### config.mk
export PLATFORM = sky130hd
export DESIGN_NAME = detector_event_packet_parser
export DESIGN_NICKNAME = d
export VERILOG_FILES = /design/src/rtl/dpp_pkg.sv /design/src/rtl/dpp_div.sv /design/src/rtl/detector_event_packet_parser.sv
export SDC_FILE = /design/constraint.sdc
export NUM_CORES = 1
export LEC_CHECK = 0
export BUFFER_PORTS_ARGS = -buffer_cell sky130_fd_sc_hd__buf_2
export CAP_MARGIN = 20
export CORE_ASPECT_RATIO = 1.25
export CORE_MARGIN = 5
export CORE_UTILIZATION = 56
export CTS_CLUSTER_DIAMETER = 30
export CTS_CLUSTER_SIZE = 12
export DETAILED_ROUTE_END_ITERATION = 10
export HOLD_SLACK_MARGIN = 0.05
export PLACE_DENSITY = 0.77
export SLEW_MARGIN = 20
export SYNTH_ARGS = -nofsm -noshare
export SYNTH_HDL_FRONTEND = slang
export SYNTH_SLANG_ARGS = --single-unit
### constraint.sdc
create_clock -name clk -period 6.9 [get_ports clk]
set_input_delay 0.345 -clock clk [delete_from_list [all_inputs] [get_ports clk]]
set_output_delay 0.345 -clock clk [all_outputs]
set_load 0.005 [all_outputs]
### src/rtl/dpp_pkg.sv
// Shared constants and types for the detector event packet parser.
package dpp_pkg;

  localparam int DVD_W   = 16;  // byte offset within a packet
  localparam int DVR_W   = 12;  // module block size in bytes
  localparam int QSAT_W  = 6;   // saturated module index, holds 0..32
  localparam int CNT_W   = 5;   // divider step counter

  localparam logic [CNT_W-1:0]  DIV_STEPS  = CNT_W'(DVD_W);
  localparam logic [QSAT_W-1:0] MOD_LIMIT  = 6'd32;
  localparam logic [10:0]       CH_LIMIT   = 11'd1024;
  localparam logic [16:0]       LEN_LIMIT  = 17'h10000;
  localparam logic [16:0]       DMIN_RESET = 17'h10000;

  localparam logic [1:0] CFG_HEADER_BYTES   = 2'd0;
  localparam logic [1:0] CFG_MODULE_COUNT   = 2'd1;
  localparam logic [1:0] CFG_MODULE_HDR_WRD = 2'd2;
  localparam logic [1:0] CFG_CHANNELS       = 2'd3;

  localparam logic [7:0] ERR_OK      = 8'd0;
  localparam logic [7:0] ERR_BENIGN  = 8'd2;

  typedef struct packed {
    logic              done;
    logic [DVR_W-1:0]  rem;
    logic [QSAT_W-1:0] quo;
  } div_res_t;

endpackage

### src/rtl/dpp_div.sv
// Restoring divider that splits a byte offset into module index and offset in block.
module dpp_div (
  input  logic                       clk,
  input  logic                       rst_n,
  input  logic                       start,
  input  logic [dpp_pkg::DVD_W-1:0]  dividend,
  input  logic [dpp_pkg::DVR_W-1:0]  divisor,
  output dpp_pkg::div_res_t          res
);
  import dpp_pkg::*;

  logic [CNT_W-1:0] cnt_r;
  logic             done_r;
  logic [DVD_W-1:0] dvd_r;
  logic [DVD_W-1:0] quo_r;
  logic [DVR_W-1:0] rem_r;
  logic [DVR_W:0]   trial;
  logic             fits;
  logic [DVR_W:0]   diff;

  assign trial = {rem_r, dvd_r[DVD_W-1]};
  assign fits  = trial >= {1'b0, divisor};
  assign diff  = trial - {1'b0, divisor};

  always_ff @(posedge clk) begin
    if (!rst_n) begin
      cnt_r  <= '0;
      done_r <= 1'b0;
    end else if (start) begin
      cnt_r  <= DIV_STEPS;
      done_r <= 1'b0;
    end else begin
      done_r <= (cnt_r == CNT_W'(1));
      if (cnt_r != '0) begin
        cnt_r <= cnt_r - CNT_W'(1);
      end
    end
  end

  always_ff @(posedge clk) begin
    if (start) begin
      dvd_r <= dividend;
      quo_r <= '0;
      rem_r <= '0;
    end else if (cnt_r != '0) begin
      dvd_r <= {dvd_r[DVD_W-2:0], 1'b0};
      quo_r <= {quo_r[DVD_W-2:0], fits};
      rem_r <= fits ? diff[DVR_W-1:0] : trial[DVR_W-1:0];
    end
  end

  assign res.done = done_r;
  assign res.rem  = rem_r;
  assign res.quo  = (|quo_r[DVD_W-1:QSAT_W-1]) ? MOD_LIMIT : quo_r[QSAT_W-1:0];

endmodule

### src/rtl/detector_event_packet_parser.sv
// Detector event packet parser: byte stream in, channel samples and packet status out.
// A byte's result is in the output register in the cycle after the byte is accepted.
// Throughput: one byte per cycle while results are taken and no configuration write is offered.
// After reset and after each configuration write the block takes no byte while
// the 16-step divider re-derives the module position from the byte position.
// Reset is synchronous, active low; it returns to the start of a packet.
module detector_event_packet_parser (
  input  logic               clk,
  input  logic               rst_n,
  input  logic               in_valid,
  output logic               in_ready,
  input  logic [7:0]         in_data_byte,
  output logic               out_valid,
  input  logic               out_ready,
  output logic               out_kind,
  output logic [4:0]         out_module_index,
  output logic [9:0]         out_channel_index,
  output logic signed [11:0] out_sample_value,
  output logic [31:0]        out_event_time,
  output logic [7:0]         out_error_code,
  output logic [16:0]        out_min_delta_time,
  output logic               out_skipped,
  output logic               out_last,
  input  logic               cfg_valid,
  output logic               cfg_ready,
  input  logic [1:0]         cfg_index,
  input  logic [10:0]        cfg_data
);
  import dpp_pkg::*;

  localparam logic [1:0] ST_LOAD  = 2'd0;
  localparam logic [1:0] ST_START = 2'd1;
  localparam logic [1:0] ST_WAIT  = 2'd2;
  localparam logic [1:0] ST_RUN   = 2'd3;

  logic [1:0]  state_r, state_nxt;

  logic [7:0]  hdr_bytes_r;
  logic [5:0]  mod_count_r;
  logic [5:0]  mod_hdr_words_r;
  logic [10:0] channels_r;

  logic [DVR_W-1:0]  block_r;
  logic [16:0]       len_r;
  logic [QSAT_W-1:0] effm_r;

  logic [15:0]       pos_r;
  logic [DVR_W-1:0]  rem_r;
  logic [QSAT_W-1:0] quo_r;
  logic [7:0]        low_hold_r;
  logic [7:0]        err_r;
  logic [31:0]       time_r;
  logic [16:0]       dmin_r;
  logic              skip_r;

  logic              div_start;
  div_res_t          div_res;

  logic              in_fire, out_fire, cfg_fire;

  // derived configuration
  logic [10:0]       effc;
  logic [DVR_W-1:0]  block_c;
  logic [QSAT_W-1:0] effm_c;
  logic [17:0]       prod_c;
  logic [17:0]       len_raw;

  // byte processing
  logic              final_b;
  logic [7:0]        err_c;
  logic [31:0]       time_c;
  logic [16:0]       dmin_c;
  logic              skip_c;
  logic [7:0]        low_hold_c;
  logic              body;
  logic [10:0]       w;
  logic [15:0]       word;
  logic              have_sample;
  logic [10:0]       ch_diff;
  logic [15:0]       pos_nxt;
  logic [DVR_W-1:0]  rem_inc;
  logic [DVR_W-1:0]  rem_nxt;
  logic [QSAT_W-1:0] quo_nxt;

  assign cfg_ready = 1'b1;
  assign cfg_fire  = cfg_valid && cfg_ready;
  assign in_ready  = (state_r == ST_RUN) && !cfg_valid && (!out_valid || out_ready);
  assign in_fire   = in_valid && in_ready;
  assign out_fire  = out_valid && out_ready;
  assign div_start = (state_r == ST_START);

  dpp_div u_div (
    .clk      (clk),
    .rst_n    (rst_n),
    .start    (div_start),
    .dividend (pos_r - {8'd0, hdr_bytes_r}),
    .divisor  (block_r),
    .res      (div_res)
  );

  always_comb begin
    state_nxt = state_r;
    case (state_r)
      ST_LOAD:  state_nxt = ST_START;
      ST_START: state_nxt = ST_WAIT;
      ST_WAIT:  if (div_res.done) state_nxt = ST_RUN;
      ST_RUN:   state_nxt = ST_RUN;
      default:  state_nxt = ST_LOAD;
    endcase
    if (cfg_fire) begin
      state_nxt = ST_LOAD;
    end
  end

  always_ff @(posedge clk) begin
    if (!rst_n) begin
      state_r         <= ST_LOAD;
      hdr_bytes_r     <= 8'd16;
      mod_count_r     <= 6'd1;
      mod_hdr_words_r <= 6'd4;
      channels_r      <= 11'd64;
    end else begin
      state_r <= state_nxt;
      if (cfg_fire) begin
        case (cfg_index)
          CFG_HEADER_BYTES:   hdr_bytes_r     <= cfg_data[7:0];
          CFG_MODULE_COUNT:   mod_count_r     <= cfg_data[5:0];
          CFG_MODULE_HDR_WRD: mod_hdr_words_r <= cfg_data[5:0];
          CFG_CHANNELS:       channels_r      <= cfg_data;
          default: ;
        endcase
      end
    end
  end

  always_comb begin
    effc    = (channels_r > CH_LIMIT) ? CH_LIMIT : channels_r;
    block_c = {(11'(mod_hdr_words_r) + effc), 1'b0};
    effm_c  = (mod_count_r > MOD_LIMIT) ? MOD_LIMIT : mod_count_r;
    prod_c  = 18'(effm_c) * 18'(block_c);
    len_raw = prod_c + 18'(hdr_bytes_r);
  end

  always_ff @(posedge clk) begin
    if (state_r == ST_LOAD) begin
      block_r <= block_c;
      effm_r  <= effm_c;
      len_r   <= (len_raw > 18'(LEN_LIMIT)) ? LEN_LIMIT : len_raw[16:0];
    end
  end

  always_comb begin
    final_b    = ({1'b0, pos_r} + 17'd1) >= len_r;

    err_c      = (pos_r == 16'd0) ? 8'd0 : err_r;
    time_c     = (pos_r == 16'd0) ? 32'd0 : time_r;
    dmin_c     = (pos_r == 16'd0) ? DMIN_RESET : dmin_r;
    skip_c     = (pos_r == 16'd0) ? 1'b0 : skip_r;
    low_hold_c = low_hold_r;

    if (pos_r == 16'd4) begin
      err_c  = in_data_byte;
      skip_c = (in_data_byte != ERR_OK) && (in_data_byte != ERR_BENIGN);
    end
    if (pos_r >= 16'd8 && pos_r <= 16'd11) begin
      time_c = {time_c[23:0], in_data_byte};
    end

    body        = (pos_r >= {8'd0, hdr_bytes_r}) && (block_r != '0) && (quo_r < effm_r);
    w           = rem_r[DVR_W-1:1];
    word        = {in_data_byte, low_hold_r};
    ch_diff     = w - 11'(mod_hdr_words_r);
    have_sample = 1'b0;

    if (body) begin
      if (!rem_r[0]) begin
        low_hold_c = in_data_byte;
      end else if (w < 11'(mod_hdr_words_r)) begin
        if (w == 11'd3 && 17'(word) < dmin_c) begin
          dmin_c = 17'(word);
        end
      end else if (!skip_c) begin
        have_sample = 1'b1;
      end
    end

    // position bookkeeping for the next byte
    pos_nxt = final_b ? 16'd0 : pos_r + 16'd1;
    rem_inc = rem_r + DVR_W'(1);
    rem_nxt = rem_r;
    quo_nxt = quo_r;
    if (pos_nxt == {8'd0, hdr_bytes_r}) begin
      rem_nxt = '0;
      quo_nxt = '0;
    end else if (pos_r >= {8'd0, hdr_bytes_r}) begin
      if (rem_inc == block_r) begin
        rem_nxt = '0;
        quo_nxt = (quo_r == MOD_LIMIT) ? quo_r : quo_r + QSAT_W'(1);
      end else begin
        rem_nxt = rem_inc;
      end
    end
  end

  always_ff @(posedge clk) begin
    if (!rst_n) begin
      pos_r  <= '0;
      err_r  <= '0;
      time_r <= '0;
      dmin_r <= DMIN_RESET;
      skip_r <= 1'b0;
    end else if (in_fire) begin
      pos_r  <= pos_nxt;
      err_r  <= err_c;
      time_r <= time_c;
      dmin_r <= dmin_c;
      skip_r <= skip_c;
    end
  end

  always_ff @(posedge clk) begin
    if (!rst_n) begin
      low_hold_r <= '0;
    end else if (in_fire) begin
      low_hold_r <= low_hold_c;
    end
  end

  always_ff @(posedge clk) begin
    if (state_r == ST_WAIT && div_res.done) begin
      rem_r <= div_res.rem;
      quo_r <= div_res.quo;
    end else if (in_fire) begin
      rem_r <= rem_nxt;
      quo_r <= quo_nxt;
    end
  end

  // result register
  always_ff @(posedge clk) begin
    if (!rst_n) begin
      out_valid <= 1'b0;
    end else if (in_fire) begin
      out_valid <= final_b || have_sample;
    end else if (out_fire) begin
      out_valid <= 1'b0;
    end
  end

  always_ff @(posedge clk) begin
    if (in_fire) begin
      out_kind           <= final_b;
      out_module_index   <= have_sample ? quo_r[4:0] : 5'd0;
      out_channel_index  <= have_sample ? ch_diff[9:0] : 10'd0;
      out_sample_value   <= have_sample ? $signed(word[11:0]) : 12'sd0;
      out_error_code     <= err_c;
      out_last           <= final_b;
      if (final_b) begin
        out_event_time     <= skip_c ? 32'd0 : time_c;
        out_min_delta_time <= skip_c ? DMIN_RESET : dmin_c;
        out_skipped        <= skip_c;
      end else begin
        out_event_time     <= time_c;
        out_min_delta_time <= 17'd0;
        out_skipped        <= 1'b0;
      end
    end
  end

endmodule
Word level (Yosys, flattened, before mapping)
Cells that the tools add are included.
Widths: inputs -> output; s select.

storage, ports and cells
  register bits = 304
  input port bits = 26

cells by class
  $add $sub $neg = 10
  multipliers = 1
  magnitude comparators = 11
  equality and inequality tests = 15
  mux-type cells = 42
  bitwise logic cells = 3
  reductions and logical operators = 36

operators by type and width
  kind                   count
  $mux 32                4
  $mux 17                6
  $mux 12                6
  $mux 16                3
  $mux 6                 8
  $add 18x8->18          1
  $gt 18x17->1 const B   1
  $add 16x1->17 const B  1
  $ge 17x17->1           1
  $lt 16x17->1           1
  $mul 6x11->17          1
  $add 16x1->16 const B  1
  $eq 16x3->1 const B    1
  $eq 16x8->1            1
  $ge 16x4->1 const B    1
  $ge 16x8->1            1
  $le 16x4->1 const B    1
  $logic_not 16->1       1
  $mux 8                 2
  $sub 16x8->16          1
  $ge 13x12->1           1
  $add 12x1->12 const B  1
  $eq 12x12->1           1
  $reduce_bool 12->1     1
  36 further kinds       71

Depth between registers and ports, before layout
  depth in word-level cells = 9
  depth in mapped cells = 31
  gate-level depth less buffers = 28

By module
From an unflattened synthesis, not the netlist that was laid out.

unflattened totals
  cell total of the unflattened synthesis = 2,015
  area total of the unflattened synthesis = 18,634.1 um2

by module, submodules not included
  module                        times used  cells each  area an instance (um2)  seq. area each (um2)
  detector_event_packet_parser  1           1,704       15,715.1                6,466.2
  dpp_div                       1           311         2,919.0                 1,161.1

Least setup slack after synthesis
No wires, ideal clock.

  path type = reg-to-reg
  start point = reg channels_r[10]
  end point = reg len_r[5], data pin
  library setup time = 167 ps
  arrival = 6,559 ps
  data required time = 6,733 ps
  setup slack = 173 ps
  cell stages (with the launch flop) = 31
  path buffers = 3
  path through = dfxtp_1 > clkbuf_1 > nor2b_1 > ha_1 > fa_1 > a21oi_1 > nor2_1 > nor2_1 > o21bai_1 > a21oi_1 > xnor2_1 > nor2_1 > fa_1 > fa_1 > inv_1 > fa_1 > inv_1 > ha_1 > xnor2_1 > ha_1 > a21oi_1 > nand3_1 > or2_2 > clkbuf_1 > or3_1 > a211oi_1 > nand4_1 > o21ai_0 > nand4_1 > buf_2 > a211oi_1

between the ends
  word-level cells in the longest chain between the ends = 6

ends and longest elaborated chain
  what                    line                                 text
  start, declared         detector_event_packet_parser.sv:41   logic [10:0] channels_r;
  start signal, assigned  detector_event_packet_parser.sv:129  CFG_CHANNELS: channels_r <= cfg_data;
  $gt 11x11->1            detector_event_packet_parser.sv:137  effc = (channels_r > CH_LIMIT) ? CH_LIMIT : channels_r;
  $mux 11 (*)             detector_event_packet_parser.sv:137
  $add 6x11->11 (*)       detector_event_packet_parser.sv:138  block_c = {(11'(mod_hdr_words_r) + effc), 1'b0};
  $mul 6x11->17 (*)       detector_event_packet_parser.sv:140  prod_c = 18'(effm_c) * 18'(block_c);
  $add 18x8->18 (*)       detector_event_packet_parser.sv:141  len_raw = prod_c + 18'(hdr_bytes_r);
  $gt 18x17->1            detector_event_packet_parser.sv:148  len_r <= (len_raw > 18'(LEN_LIMIT)) ? LEN_LIMIT : len_raw[16:0];
  end signal, assigned    detector_event_packet_parser.sv:148
  end, declared           detector_event_packet_parser.sv:44   logic [16:0] len_r;

Every way passes the cells marked *; elsewhere a longest branch is shown, timed or not.
A chain may end at the register's enable or synchronous reset.

Final worst setup path
  start point = reg channels_r[1]
  end point = reg len_r[3], data pin

between the ends
  word-level cells in the longest chain between the ends = 6

ends and longest elaborated chain
  what               line                                 text
  $gt 11x11->1       detector_event_packet_parser.sv:137
  $mux 11 (*)        detector_event_packet_parser.sv:137
  $add 6x11->11 (*)  detector_event_packet_parser.sv:138
  net block_c[6]     detector_event_packet_parser.sv:63   logic [DVR_W-1:0] block_c;
  $mul 6x11->17 (*)  detector_event_packet_parser.sv:140
  $add 18x8->18 (*)  detector_event_packet_parser.sv:141
  $gt 18x17->1 (*)   detector_event_packet_parser.sv:148

Mark *: on every way through the listed nets, which the timed path passes. The rest lies on a longest branch.

==> flow_metrics.tcl <==
set metrics [dict create \
    status "finished clean" \
    rows 73 \
    ctsLongestPathBuffers 3 \
    htreeDepth 2 \
    syn-cell-area_um2 18000 \
    synth-xor-area-share_pct 4.358 \
    yosys.area_share.simple_pct 20.00 \
    synth_top_family_by_area "simple AND/OR/NAND/NOR gates" \
    min_period_ps 6580 \
    final_common_cell "nand2_1" \
    timing.final.hold_violations 0 \
    grt_pass1_vias 14810 \
    maxCapViolations 0 \
    cts_root_buffer "clkbuf_16" \
    skew_ps 20.61 \
    synth_edf_count 154 \
    ios 116 \
    yosys_most_used_dff "edfxtp_1" \
    clock-sinks 304 \
    nets 2282 \
    power_density_nw_per_um2 267.8 \
    slowest_delay_ps 540 \
    setup_viol 0 \
    synthMuxAreaShare_pct 1.668 \
    clock_latency_ps 560 \
    synth_fa_ha_area_share_pct 12.18 \
    fmax_ghz 0.1520 \
    vias_per_cell 5.895 \
    clk_pin_slew_worst_paths_ps 50 \
    vias 15080 \
    hold_class "input pin to register" \
    drive_gt1_share_pct 13.84 \
    antenna_found_initial 0 \
    grt_pass1_wl_um 72680 \
    cp-startpoint "channels_r[1]" \
    grt_start_max_net_pins 95 \
    path_class "register to register" \
    ant_nets 0 \
    core_area_um2 31790 \
    gp_congestion 0.9004 \
    syn_area_per_cell_um2 9.031 \
    cts_tree "yes" \
    worstReg2RegStart "channels_r[1]" \
    drv_slew 0 \
    syn-num-nets 2169 \
    fin_area_um2 20860 \
    yosys_warnings 0 \
    min_period_over_period_pct 95.36 \
    place.port_buffers 114 \
    start_kind "register" \
    place_area_um2 18900 \
    power_leakage_nw 8.470 \
    synth_cell_types 81 \
    cp-end-kind "register" \
    critPathMaxFanout 8 \
    synth_compound_area_share_pct 13.76 \
    overflow 0 \
    first_pass_iters 6 \
    ys_ff_latch 304 \
    hold_path.startpoint "cfg_data[10]" \
    worstPathArrival_ps 6980 \
    yosysSeqAreaShare_pct 42.37 \
    drc 0 \
    async_flop_share_pct 0 \
    die_y_um 210.4 \
    slowest_stage "fa_1" \
    start_util_pct 56.63 \
    antennaDiodeCount 0 \
    die-area_um2 35850 \
    first_iter_violations 1539 \
    routed_wl_um 45180 \
    layout_common_cells "nand2_1 (278), nor2_1 (202), a21oi_1 (160)" \
    slew_headroom_pct 23.54 \
    fp.dieW_um 170.4 \
    fillerInstances 2479 \
    vdd.ir_drop.worst_uv 207.8 \
    wl_per_cell_um 17.66 \
    synthCells 1993 \
    cts_buffers 50 \
    area_delta_synth_final_pct 15.90 \
    cp_data_required_time_ps 7300 \
    hpwl_um 32040 \
    grt_usage_pct 24.62 \
    tightest_slew_ps 1142 \
    total_power_mw 5.587 \
]
[flip-flops by register name, summed over array words and instances (netlist names), 16 cells and up]
signal and flops:
out_min_delta_time 17, u_div.dvd_r 16, time_r 32, u_div.quo_r 16
len_r 17, out_event_time 32, pos_r 16, dmin_r 17
[where the power goes]
part / switching (mW) / internal [mW]
Sequential: 0.110 / 2.09
Clock: 0.873 / 1.55
Combinational: 0.578 / 0.385
Total: 1.56 / 4.03
[synth_stat cells (30+ instances only)]
library cell    n  area share (%)
nand2_1       279             5.8
nor2_1        209             4.4
a21oi_1       166             4.6
edfxtp_1      154              26
inv_1         154             3.2
dfxtp_1       150              17
ha_1          108             7.5
clkbuf_1       70             1.5
o21ai_0        70             1.9
nand3_1        65             1.8
xnor2_1        57             2.8
fa_1           42             4.7
a22oi_1        32             1.3
nor3_1         31            0.86
mux2i_1        30             1.7
[stage by stage]
step           setup WS, ps  setup TNS (ps)  std cells  utilization (%)  hold WS, ps
3_3_place_gp          186.8               0       2454            59.46        440.9
5_1_grt              -79.80          -405.3       2558            65.63        84.88
6_report              320.3               0       2558            65.63        74.57
2_1_floorplan         173.5               0       1993                -        432.0
4_1_cts               39.89               0       2549            64.81        62.22
3_5_place_dp         -71.34          -302.9       2454            59.47        447.9
[final timing paths]
| check | to | slack, ps | cells past startpoint |
|---|---|---|---|
| setup / recovery | len_r[3] | 320 | 29 |
| hold / removal | channels_r[10] | 70 | 3 |
| setup reg to reg | len_r[3] | 320 | 29 |
| hold reg to reg | u_div.quo_r[15] | 450 | 2 |
[cell type report]
class | instances | area, um2 | area share [%]
Multi-Input combinational cell | 1440 | 9593 | 45.98
Tap cell | 412 | 515.5 | 2.471
Inverter | 155 | 584.3 | 2.801
Sequential cell | 304 | 7629 | 36.57
Clock buffer | 65 | 1369 | 6.561
Clock inverter | 27 | 287.8 | 1.379
Timing Repair Buffer | 155 | 883.3 | 4.234
[worst max-delay path: cells and delay by family, from the launching register on]
family | cells | cell delay, ps
AND/OR/NAND/NOR | 8 | 1420
buffers and inverters | 5 | 590
AO/OA/AOI/OAI | 8 | 1410
flip-flops | 1 | 340
XOR/XNOR | 2 | 320
adder cells (fa/ha/maj) | 6 | 2370
[metal layers]
layer | global-route usage, % | vias up | routed length, um
met3 | 4.014 | 145 | 3123
met4 | 10.41 | 0 | 1972
met1 | 29.20 | 7184 | 17040
met5 | 0 | - | 0
met2 | 43.98 | 614 | 23040
li1 | - | 7136 | -
[what timing repair did]
action | in CTS | in global routing
hold endpoints to repair | 2 | 0
gates cloned | 0 | 1
hold buffers | 2 | 0
gates resized for setup | 1 | 40
buffers inserted | 1 | 8
pin swaps | 1 | 9
endpoints found under the setup margin | 8 | 17
[kinds of logic after synthesis]
family / Yosys count
simple gates: 766
compound gates: 405
flops: 304
buf+inv: 250
fa+ha+maj: 150
xor+xnor: 87
mux: 30
other cells: 1
(Power assumes the default switching activity.)
